### config.mk
export PLATFORM = sky130hd
export DESIGN_NAME = ifl_ctrl
export DESIGN_NICKNAME = d
export VERILOG_FILES = /design/src/rtl/assert_macros.svh /design/src/rtl/ifl_pkg.sv /design/src/rtl/ifl_ctrl.sv
export SDC_FILE = /design/constraint.sdc
export NUM_CORES = 1
export LEC_CHECK = 0
export ABC_AREA = 1
export BUFFER_PORTS_ARGS = -buffer_cell sky130_fd_sc_hd__buf_2
export CORE_AREA = 3 3 40 42
export CTS_CLUSTER_DIAMETER = 50
export DETAILED_ROUTE_END_ITERATION = 6
export DIE_AREA = 0 0 43 45
export GPL_TIMING_DRIVEN = 0
export PLACE_DENSITY_LB_ADDON = 0.12
export SYNTH_ARGS = -nofsm -noshare
export SYNTH_HDL_FRONTEND = slang
export SYNTH_SLANG_ARGS = --single-unit
export TNS_END_PERCENT = 1
### constraint.sdc
create_clock -name clk -period 2.9 [get_ports clk]
set_clock_uncertainty 0.1 [all_clocks]
set_input_delay 0.58 -clock clk [delete_from_list [all_inputs] [get_ports clk]]
set_output_delay 0.58 -clock clk [all_outputs]
set_load 0.02 [all_outputs]
### src/rtl/assert_macros.svh
// Concurrent assertion macros shared by the RTL
`ifndef ASSERT_MACROS_SVH
`define ASSERT_MACROS_SVH

// Same-cycle implication, disabled while reset is high
`define ASSERT_IMPLIES(label, clk, rst, a, c) \
  label: assert property (@(posedge clk) disable iff (rst) (a) |-> (c)) \
    else $error("assertion failed: same-cycle implication");

// Next-cycle implication, disabled while reset is high
`define ASSERT_NEXT(label, clk, rst, a, c) \
  label: assert property (@(posedge clk) disable iff (rst) (a) |=> (c)) \
    else $error("assertion failed: next-cycle implication");

`endif

### src/rtl/ifl_pkg.sv
// Types and constants for the index allocator with free FIFO and bump counter
package ifl_pkg;

  localparam int IDX_W    = 10;
  localparam int CAP_W    = 11;
  localparam int STATUS_W = 2;

  localparam logic [CAP_W-1:0] CAP_RESET = CAP_W'(1024);

  localparam logic FUNC_ALLOC   = 1'b0;
  localparam logic FUNC_RELEASE = 1'b1;

  typedef enum logic [STATUS_W-1:0] {
    ST_OK         = 2'd0,
    ST_NO_SPACE   = 2'd1,
    ST_RANGE_ERR  = 2'd2,
    ST_QUEUE_FULL = 2'd3
  } status_t;

  typedef enum logic [1:0] {
    SEL_ZERO = 2'd0,
    SEL_BUMP = 2'd1,
    SEL_REL  = 2'd2,
    SEL_MEM  = 2'd3
  } out_sel_t;

  typedef struct packed {
    logic     pop;
    logic     push;
    logic     bump;
    logic     load_out;
    out_sel_t out_sel;
    status_t  status;
  } cmd_t;

  typedef struct packed {
    logic queue_empty;
    logic queue_full;
    logic bump_room;
    logic rel_in_range;
  } stat_t;

endpackage

### src/rtl/ifl_ctrl.sv
// Controller: request decode, memory read wait state and output valid
module ifl_ctrl import ifl_pkg::*; (
  input  logic  clk,
  input  logic  rst,
  input  logic  in_valid,
  output logic  in_ready,
  input  logic  func,
  output logic  out_valid,
  input  logic  out_ready,
  input  stat_t stat,
  output cmd_t  cmd
);

  typedef enum logic [1:0] {
    S_IDLE = 2'b01,
    S_POP  = 2'b10
  } state_t;

  state_t state, state_next;
  logic   accept;

  assign in_ready = !rst && (state == S_IDLE) && (!out_valid || out_ready);
  assign accept   = in_valid && in_ready;

  always_comb begin
    state_next = state;
    cmd        = '{pop: 1'b0, push: 1'b0, bump: 1'b0, load_out: 1'b0,
                   out_sel: SEL_ZERO, status: ST_OK};
    case (state)
      S_IDLE: begin
        if (accept) begin
          if (func == FUNC_ALLOC) begin
            if (!stat.queue_empty) begin
              cmd.pop    = 1'b1;
              state_next = S_POP;
            end else if (stat.bump_room) begin
              cmd.bump     = 1'b1;
              cmd.load_out = 1'b1;
              cmd.out_sel  = SEL_BUMP;
            end else begin
              cmd.load_out = 1'b1;
              cmd.out_sel  = SEL_ZERO;
              cmd.status   = ST_NO_SPACE;
            end
          end else begin
            cmd.load_out = 1'b1;
            cmd.out_sel  = SEL_REL;
            if (!stat.rel_in_range) begin
              cmd.status = ST_RANGE_ERR;
            end else if (stat.queue_full) begin
              cmd.status = ST_QUEUE_FULL;
            end else begin
              cmd.push = 1'b1;
            end
          end
        end
      end
      S_POP: begin
        cmd.load_out = 1'b1;
        cmd.out_sel  = SEL_MEM;
        state_next   = S_IDLE;
      end
      default: begin
        state_next = S_IDLE;
      end
    endcase
  end

  always_ff @(posedge clk) begin
    if (rst) begin
      state     <= S_IDLE;
      out_valid <= 1'b0;
    end else begin
      state <= state_next;
      if (cmd.load_out) begin
        out_valid <= 1'b1;
      end else if (out_ready) begin
        out_valid <= 1'b0;
      end
    end
  end

endmodule

After elaboration in Yosys (flattened, before gate mapping). Cells that the tools add are included.

Flip-flop bits (word level): 3. Input bits: 9. Output and inout port bits: 10. Word-level logic and storage cells: 35.

Eq/ne operators: 2. Mux-type cells: 19. Bitwise gates (word level): 3. Reduce and logical (&&, ||, !) cells: 9.

Operators with widths (number): $mux W1 (11); $mux W8 (1); $mux W2 (3); $mux W6 (1); $pmux W3 S2 (1); $mux W5 (1); $logic_and A1 B1 Y1 (3); $mux W3 (1); $not A1 Y1 (3); $reduce_and A3 Y1 (1); $eq A2 B1 Y1 const B (1); $eq A2 B2 Y1 const B (1); $logic_not A1 Y1 (2); $reduce_bool A2 Y1 (1); $reduce_or A2 Y1 (1); $logic_or A1 B1 Y1 (1).

Longest topological paths before layout. Gate-level depths: netlist of run 1.

Depth after elaboration: 7. Depth in mapped cells: 8. Mapped depth without buffers: 8.

Worst setup path after synthesis of run 1. No wires, ideal clock.

Path type: in2out. From: input port out_ready. To: output port cmd[6] (netlist bit). Arrival: 1.490 ns. Required time: 2.220 ns. Slack: 0.730 ns. Cell stages on the path: 6. Path buffers: 0. Cell sequence: inv_1 nand2_2 inv_2 nor2_4 nand3_1 nor3_1.

RTL lines: start: declaration (RTL line ifl_ctrl.sv:9) `input logic out_ready,`; end: declaration (RTL line ifl_ctrl.sv:11) `output cmd_t cmd`.

==> results of run 1 <==
cell type report:
type | instances | area [um2] | share of cell area [%]
Inverter | 13 | 48.8 | 12.2
Multi-Input combinational cell | 25 | 156 | 39.1
Sequential cell | 3 | 60.1 | 15.0
Tap cell | 15 | 18.8 | 4.69
Clock buffer | 4 | 26.3 | 6.56
Timing Repair Buffer | 18 | 90.1 | 22.5
registers in the layout (all words and copies together), names as in the netlist:
name and count:
out_valid 1, state 2
layout by cell type (no fill, tap or decap), types with 2 or more instances in the layout:
cell type	instances
clkbuf_4	3
nand2_2	2
a21oi_1	3
nand2_1	3
inv_2	2
nand3_1	2
nor2_1	5
inv_1	11
ha_1	2
buf_2	18
dfxtp_1	3
worst max-delay path, delay by kind of cell, from the launching register on:
kind,cells,cell delay (ns)
and+or+nand+nor,4,0.48
buffers and inverters,2,0.22
DFF,1,0.31
AOI/OAI and AO/OA,1,0.11
adders and majority gates,1,0.17
kinds of logic (layout without fill, tap and decap cells):
group,count (synthesis),after routing
simple gates,17,17
buf+inv,13,35
flops,3,3
compound gates,6,6
fa+ha+maj,2,2
metal layers:
metal	vias up	global-route usage, %	part of all wire, %
met5	-	0	0
met4	0	3.61	1.7
met3	2	4.78	11
met2	15	12.9	46
met1	120	9.88	41
li1	167	-	-
power groups by stage:
stage / clock network (mW) / registers, mW / logic, mW
detailed placement: 0 / 0.0451 / 0.0424
global route: 0.0837 / 0.0448 / 0.0471
floorplan: 0 / 0.0460 / 0.0259
CTS: 0.0772 / 0.0446 / 0.0427
finish: 0.0738 / 0.0445 / 0.0416
global placement: 0 / 0.0451 / 0.0423
per-stage QoR:
stage	hold WS, ns	instances	worst slack [ns]
4_1_cts	0.405	78	0.655
3_3_place_gp	0.407	74	0.719
6_report	0.396	78	0.685
3_5_place_dp	0.400	74	0.714
2_1_floorplan	0.367	41	0.730
5_1_grt	0.422	78	0.574
path summary, 6_finish.rpt:
check	slack, ns	to	start
setup / recovery	0.69	cmd[2]	state[1]$_SDFFE_PP0P_
hold reg to reg	0.40	state[1]$_SDFFE_PP0P_	state[1]$_SDFFE_PP0P_
hold / removal	0.40	state[1]$_SDFFE_PP0P_	state[1]$_SDFFE_PP0P_
setup reg to reg	1.61	state[0]$_SDFFE_PP1P_	state[1]$_SDFFE_PP0P_
==> metrics, run 1 <==
Psw=around 49 uW; Switching Fraction=a little under a third; dpl cell area=374 um2; Cell Rows=13; area share of the largest cell type after synthesis=22.6%; Post-Syn Nets=52; CTS sink cnt=3; Die Wd=43 um; area of the core=1280 um2; worst path cell trace=inv_1 > ha_1 > nand2_4 > nor2_4 > nand2_2 > or2_4 > a21oi_2 > buf_2; largest area contributor in the netlist=dfxtp_1; worst vdd ir=0.000250 V; vias in the first global route=between 200 and 300; Post-Synth Simple-Gate Area=35.8%; post-CTS setup buffer count=0; Static Leak=0.258 nW; Reg2Reg Depth=7; outcome=complete, no violations; Clk pwr share=around 46%; clock-pin slew on the worst setup and hold paths=0.03 ns; Cell Int Power=approximately 110 uW; Max Freq=451 MHz; routed len/inst=8.95 um; DR vias/cell=3.90; global-route wire length before repair=1.15 mm; die area=1940 um2; largest family of logic cells by synthesized area=simple AND/OR/NAND/NOR gates; remaining antenna violation count after routing=0; Comb pwr share=between 20% and 30%; Seq pwr share=between 20% and 30%; grt ovf=0; most frequent cell after synthesis=inv_1; # H-tree levels=1; CTS tree=built; Hold Path Depth=2; Residual DRC=0; Finished Cell Area=between 400 and 500 um2; GPL Wtd Cong=around 0.63; Synth Instances=approximately 40; EDFF count, synth=0; Seq cells post-synth=3; Netlist Area Pre-Place=265 um2; yosys warns=0; Worst Path Arrival=1.53 ns; hold buffer count at cts=0; Clock Tree Buf Depth=2; Routed WL=~700 um; fin crit period=around 2.2 ns; largest net degree at the start of global routing=5; antenna violations before repair=0; Num CTS Buffers=3; Max Transition Viols Final=0; GR Util All Layers=8.49%; crit end category=output pin; via count=304; worst-path maximum fanout=3; Worst Path Required=around 2.2 ns; Post-CTS Resized=0; post-synthesis adder-cell area fraction=9.43%; initial core utilization=between 20 and 25%; Hold Fails Final Rpt=0; MaxCap Viol Count=0; period utilization=between 70 and 80%; Layout area overhead=50.9%; Critical Path Max Stage Delay=0.31 ns; PnR Total Power=160 uW; I/O Buffers=18; asr flop ratio synth=0%; ant diodes=0; Critical Path Start Type=flop; Worst-Margin Slew=0.195 ns; Commonest cells post-synth=11 x inv_1, 5 x nor2_1, 3 x a21oi_1, 3 x dfxtp_1, 3 x nand2_1; clk_lat worst skew=between 0.2 and 0.25 ns; library cells used by synthesis=17; Synth Flop Type=dfxtp_1; Vert. Die Dim=45 um; crit path kind=reg -> out; drt initial violations=3; P per Cell Area=between 300 and 400 nW/um2; Setup TNS=0 ns; Critical-path top delay cell=dfxtp_1; Rel. slew slack=87.0%; clock root cell=clkbuf_4; RSZ-0062 raised after global routing=false; mux contribution to synthesized area=0%; post-synthesis sequential area ratio=22.6%; share of cells above drive strength 1=46.0%; total I/O pin count=19; final core utilization=31.2%; drt first pass iters=2; Setup violations, final=0; Syn Area/Cell=approximately 6.5 um2; Worst Hold Class=reg -> reg; top post-synthesis cells by area=dfxtp_1 23%, inv_1 16%, ha_1 9.4%; post-synthesis compound-gate area fraction=13.7%; xor/xnor share of the synthesized area=0%; fill count=160; Final nets=between 70 and 80; DP HPWL=568 um
Power figures use the tool's default switching activity.
==> run 2, diff against run 1 <==
==> constraint.sdc (replaced) <==
create_clock -name clk -period 2.06 [get_ports clk]
set_clock_uncertainty 0.1 [all_clocks]
set_input_delay 0.412 -clock clk [delete_from_list [all_inputs] [get_ports clk]]
set_output_delay 0.412 -clock clk [all_outputs]
set_load 0.02 [all_outputs]
==> run 2 against run 1 <==
Count of clock-buffer cells in the layout unchanged. Sequential share of layout area decreased by 0.55 points. Sequential power increased by 42%. Global-route usage increased by 0.083 points. Setup slack got worse by 0.61 ns. Register-to-register slack got worse by 0.79 ns. Non-clock buffer count increased by 1. Critical path depth unchanged. Die area unchanged. First-iteration DRC count unchanged. Final cell count increased by 1.3%. Combinational power increased by 51%.
==> metrics, run 2 (synthesized netlist as in run 1, its figures left out) <==
Max Transition Viols Final=0; DP HPWL=568 um; Max Freq=505 MHz; Hold Fails Final Rpt=0; Reg2Reg Depth=7; routed len/inst=9.46 um; final core utilization=33.0%; MaxCap Viol Count=0; CTS tree=built; initial core utilization=20.6%; crit end category=output pin; # H-tree levels=1; clock root cell=clkbuf_4; Worst-Margin Slew=0.196 ns; worst vdd ir=~0.00033 V; die area=1940 um2; DR vias/cell=3.95; share of cells above drive strength 1=51.6%; dpl cells=74; Static Leak=0.265 nW; Worst Path Required=1.55 ns; Worst Hold Class=in -> reg; drt initial violations=3; R2R Setup Slk=0.82 ns; CTS sink cnt=3; max reg flops=2; global-route wire length before repair=between 1 and 1.5 mm; Final nets=76; Residual DRC=0; worst reg2reg path endpoint=state[0]$_SDFFE_PP1P_; Num CTS Buffers=3; most frequent cells in the layout=17 x buf_2, 10 x inv_1, 5 x nor2_1; Biggest register=state; Critical Path Start Type=flop; ant diodes=0; grt ovf=0; CP startpoint=state[1]$_SDFFE_PP0P_; via count=312; Setup violations, final=0; GPL Wtd Cong=0.629; antenna violations before repair=0; Worst Path Arrival=1.47 ns; Critical Path End=cmd[2]; PnR Total Power=230 uW; crit path kind=reg -> out; fin crit period=1.98 ns; Die Wd=43 um; total I/O pin count=19; clk_lat worst skew=between 0.2 and 0.25 ns; commonest non-fill, non-tap cell in the layout=buf_2; GR Util All Layers=8.58%; drt first pass iters=2; final worst slack=0.0780 ns; largest net degree at the start of global routing=5; P per Cell Area=542 nW/um2; worst-path maximum fanout=3; vias in the first global route=297; I/O Buffers=18; Cell Rows=13; Rel. slew slack=86.9%; biggest regs=state (2), out_valid (1); area of the core=between 1000 and 1500 um2; r2r startpoint=state[1]$_SDFFE_PP0P_; Vert. Die Dim=between 40 and 50 um; Layout area overhead=59.9%; Post-Place Worst Slack=roughly 0.21 ns; outcome=complete, no violations; clock-pin slew on the worst setup and hold paths=0.04 ns; hold buffer count at cts=0; period utilization=96.2%; remaining antenna violation count after routing=0; WHS=0.266 ns; Hold Startpoint=rst; Routed WL=747 um; Layout Cells excl Fill=79; Clock Tree Buf Depth=2
[run 2: critical path, stage by stage (launching register included)]
cell	delay (ns)
dfxtp_1	0.32
inv_2	0.07
ha_4	0.13
nand2_4	0.06
nor2_4	0.10
nand2_2	0.06
or2_4	0.23
a21oi_2	0.12
buf_4	0.15
[run 2: repair_timing]
action                     4_1_cts  5_1_grt
pin swaps                        0        1
resized for setup                2        3
gates cloned                     0        0
setup endpoints to repair        1        4
buffers inserted                 0        1
[run 2: power by group]
part	total (mW)	switching, mW	internal [mW]
Clock	0.104	0.0312	0.0726
Sequential	0.0634	0.00213	0.0612
Combinational	0.0628	0.0376	0.0252
Total	0.230	0.0709	0.159
[run 2: final cells by class]
class | count | area (um2)
Clock buffer | 4 | 26.3
Fill cell | 155 | 861
Inverter | 13 | 48.8
Multi-Input combinational cell | 25 | 169
Sequential cell | 3 | 61.3
Tap cell | 15 | 18.8
Timing Repair Buffer | 19 | 100
[run 2: how the worst min path moves through the flow]
stage,slack [ns],end,cells past startpoint
after floorplan,0.37,state[1]$_SDFFE_PP0P_,2
after global placement,0.41,out_valid$_SDFFE_PP0P_,2
after detailed placement,0.40,state[1]$_SDFFE_PP0P_,2
after CTS,0.26,out_valid$_SDFFE_PP0P_,2
after global routing,0.26,out_valid$_SDFFE_PP0P_,2
final,0.27,out_valid$_SDFFE_PP0P_,2
[run 2: routing by layer]
layer	wire length, um	share of wire, %	track usage (%)
met3	78	10	4.78
met4	17	2.3	3.61
met5	0	0	0
met1	307	41	10.1
met2	343	46	12.9
[run 2: metrics by stage]
stage               area [um2]  setup TNS [ns]
floorplan                  265               0
global placement           374               0
detailed placement         374               0
CTS                        405               0
global route               424         -0.0177
finish                     424               0
==> run 3, diff against run 2 <==
--- a/config.mk
+++ b/config.mk
@@ -6,7 +6,7 @@
 export NUM_CORES = 1
 export LEC_CHECK = 0
 export ABC_AREA = 1
-export BUFFER_PORTS_ARGS = -buffer_cell sky130_fd_sc_hd__buf_2
+export BUFFER_PORTS_ARGS = -buffer_cell sky130_fd_sc_hd__buf_4
 export CORE_AREA = 3 3 40 42
 export CTS_CLUSTER_DIAMETER = 50
 export DETAILED_ROUTE_END_ITERATION = 6
==> run 3 against run 2 <==
Final cell count rose by 2.5%. Register-to-register slack worse by 0.04 ns. Die area did not move. Largest cell class unchanged.
==> metrics, run 3 (synthesized netlist as in run 1, its figures left out) <==
outcome=complete, no violations; Hold Fails Final Rpt=0; drt initial violations=5; dpl cells=74; total I/O pin count=19; fin crit period=a little over 2 ns; Layout area overhead=86.3%; fill count=151; via count=319; Worst Hold Class=in -> reg; Hold Path Depth=2; routed len/inst=8.67 um; clk_lat worst skew=0.23 ns; Worst Path Required=~1.6 ns; Max Freq=490 MHz; Switching Fraction=slightly below 30%; Clock Tree Buf Depth=2; DR vias/cell=3.94; CTS tree=built; initial core utilization=20.6%; share of cells above drive strength 1=54.5%; Reg2Reg Depth=7; GR Util All Layers=8.47%; grt ovf=0; clock-pin slew on the worst setup and hold paths=~0.030 ns; Final nets=78; worst reg2reg path endpoint=state[0]$_SDFFE_PP1P_; global-route wire length before repair=1.17 mm; Seq pwr share=26.3%; Biggest register=state; Hold Startpoint=rst; Residual DRC=0; commonest non-fill, non-tap cell in the layout=buf_4; P per Cell Area=between 400 and 500 nW/um2; Psw=about 70 uW; largest net degree at the start of global routing=5; DP HPWL=between 500 and 600 um; die area=~1900 um2; worst-path maximum fanout=3; Post-Place Worst Slack=around 0.22 ns; area of the core=between 1000 and 1500 um2; Critical Path Start Type=flop; Routed WL=702 um; Comb pwr share=31.6%; I/O Buffers=18; Setup violations, final=0; clock root cell=clkbuf_4; RSZ-0062 raised after global routing=true; Die Wd=between 40 and 50 um; Worst Path Arrival=1.53 ns; antenna violations before repair=0; crit path kind=reg -> out; Vert. Die Dim=45 um; CTS sink cnt=3; dpl cell area=419 um2; GPL Wtd Cong=0.629; final worst slack=0.0201 ns; max reg flops=2; Rel. slew slack=86.7%; Finished Cell Area=494 um2; final core utilization=38.5%; worst hold endpoint=out_valid$_SDFFE_PP0P_; crit end category=output pin; most frequent cells in the layout=20 x buf_4, 10 x inv_1, 5 x nor2_1; Layout Cells excl Fill=81; r2r startpoint=state[1]$_SDFFE_PP0P_; biggest regs=state (2), out_valid (1); Max Transition Viols Final=0; drt first pass iters=2; vias in the first global route=290; ant diodes=0; R2R Setup Slk=0.78 ns; worst vdd ir=between 0.0004 and 0.0005 V; Cell Int Power=171 uW; Cell Rows=13; remaining antenna violation count after routing=0; Worst-Margin Slew=0.198 ns; Clk pwr share=42.1%; Static Leak=0.284 nW; # H-tree levels=1; Num CTS Buffers=3; period utilization=99.0%; MaxCap Viol Count=0
[run 3: cell count changes in the layout (fill, tap and decap cells not counted), sizes merged]
cell / before / now
buf: 19 / 21
[run 3: per-layer routing]
metal / share of wire [%] / routed length (um) / track usage (%)
met5: 0 / 0 / 0
met3: 12 / 86 / 5.98
met4: 0 / 0 / 3.61
met2: 43 / 304 / 11.7
met1: 44 / 310 / 10.0
[run 3: worst max path at each step]
stage | slack (ns) | from | to
detailed placement | 0.22 | rst | cmd[2]
CTS | 0.02 | state[1]$_SDFFE_PP0P_ | cmd[2]
global route | -0.05 | state[1]$_SDFFE_PP0P_ | cmd[2]
finish | 0.02 | state[1]$_SDFFE_PP0P_ | cmd[2]
global placement | 0.22 | rst | cmd[2]
floorplan | 0.16 | state[1]$_SDFFE_PP0P_ | cmd[6]
[run 3: cell type report]
cell class	count	area, um2	area share (%)
clock buffer	4	26.3	5.32
inverter	13	48.8	9.87
multi-input combinational	25	176	35.7
sequential	3	62.6	12.7
tap	15	18.8	3.80
timing repair buffer	21	161	32.7
[run 3: per-stage QoR]
| step | power, mW | hold WS (ns) | TNS [ns] |
|---|---|---|---|
| global placement | 0.132 | 0.406 | 0 |
| floorplan | 0.101 | 0.367 | 0 |
| CTS | 0.238 | 0.238 | 0 |
| finish | 0.242 | 0.244 | 0 |
| global route | 0.265 | 0.229 | -0.0485 |
| detailed placement | 0.133 | 0.407 | 0 |
[run 3: worst max-delay path: stages, from the launching register on]
cell,delay (ns)
dfxtp_2,0.32
inv_2,0.07
ha_4,0.13
nand2_4,0.05
nor2_4,0.12
nand2_2,0.07
or2_4,0.26
a21oi_4,0.14
buf_6,0.13
[run 3: power groups by stage]
stage	Combinational, mW	Clock (mW)	Sequential, mW
5_1_grt	0.0838	0.117	0.0637
4_1_cts	0.0691	0.106	0.0628
6_report	0.0765	0.102	0.0635
3_3_place_gp	0.0688	0	0.0636
3_5_place_dp	0.0691	0	0.0636
2_1_floorplan	0.0365	0	0.0648
[run 3: what timing repair did]
item,in CTS,in global routing
setup buffers,0,3
pin swaps,1,6
cloned,0,0
hold buffers,0,0
setup endpoints to repair,1,4
resized for setup,1,6
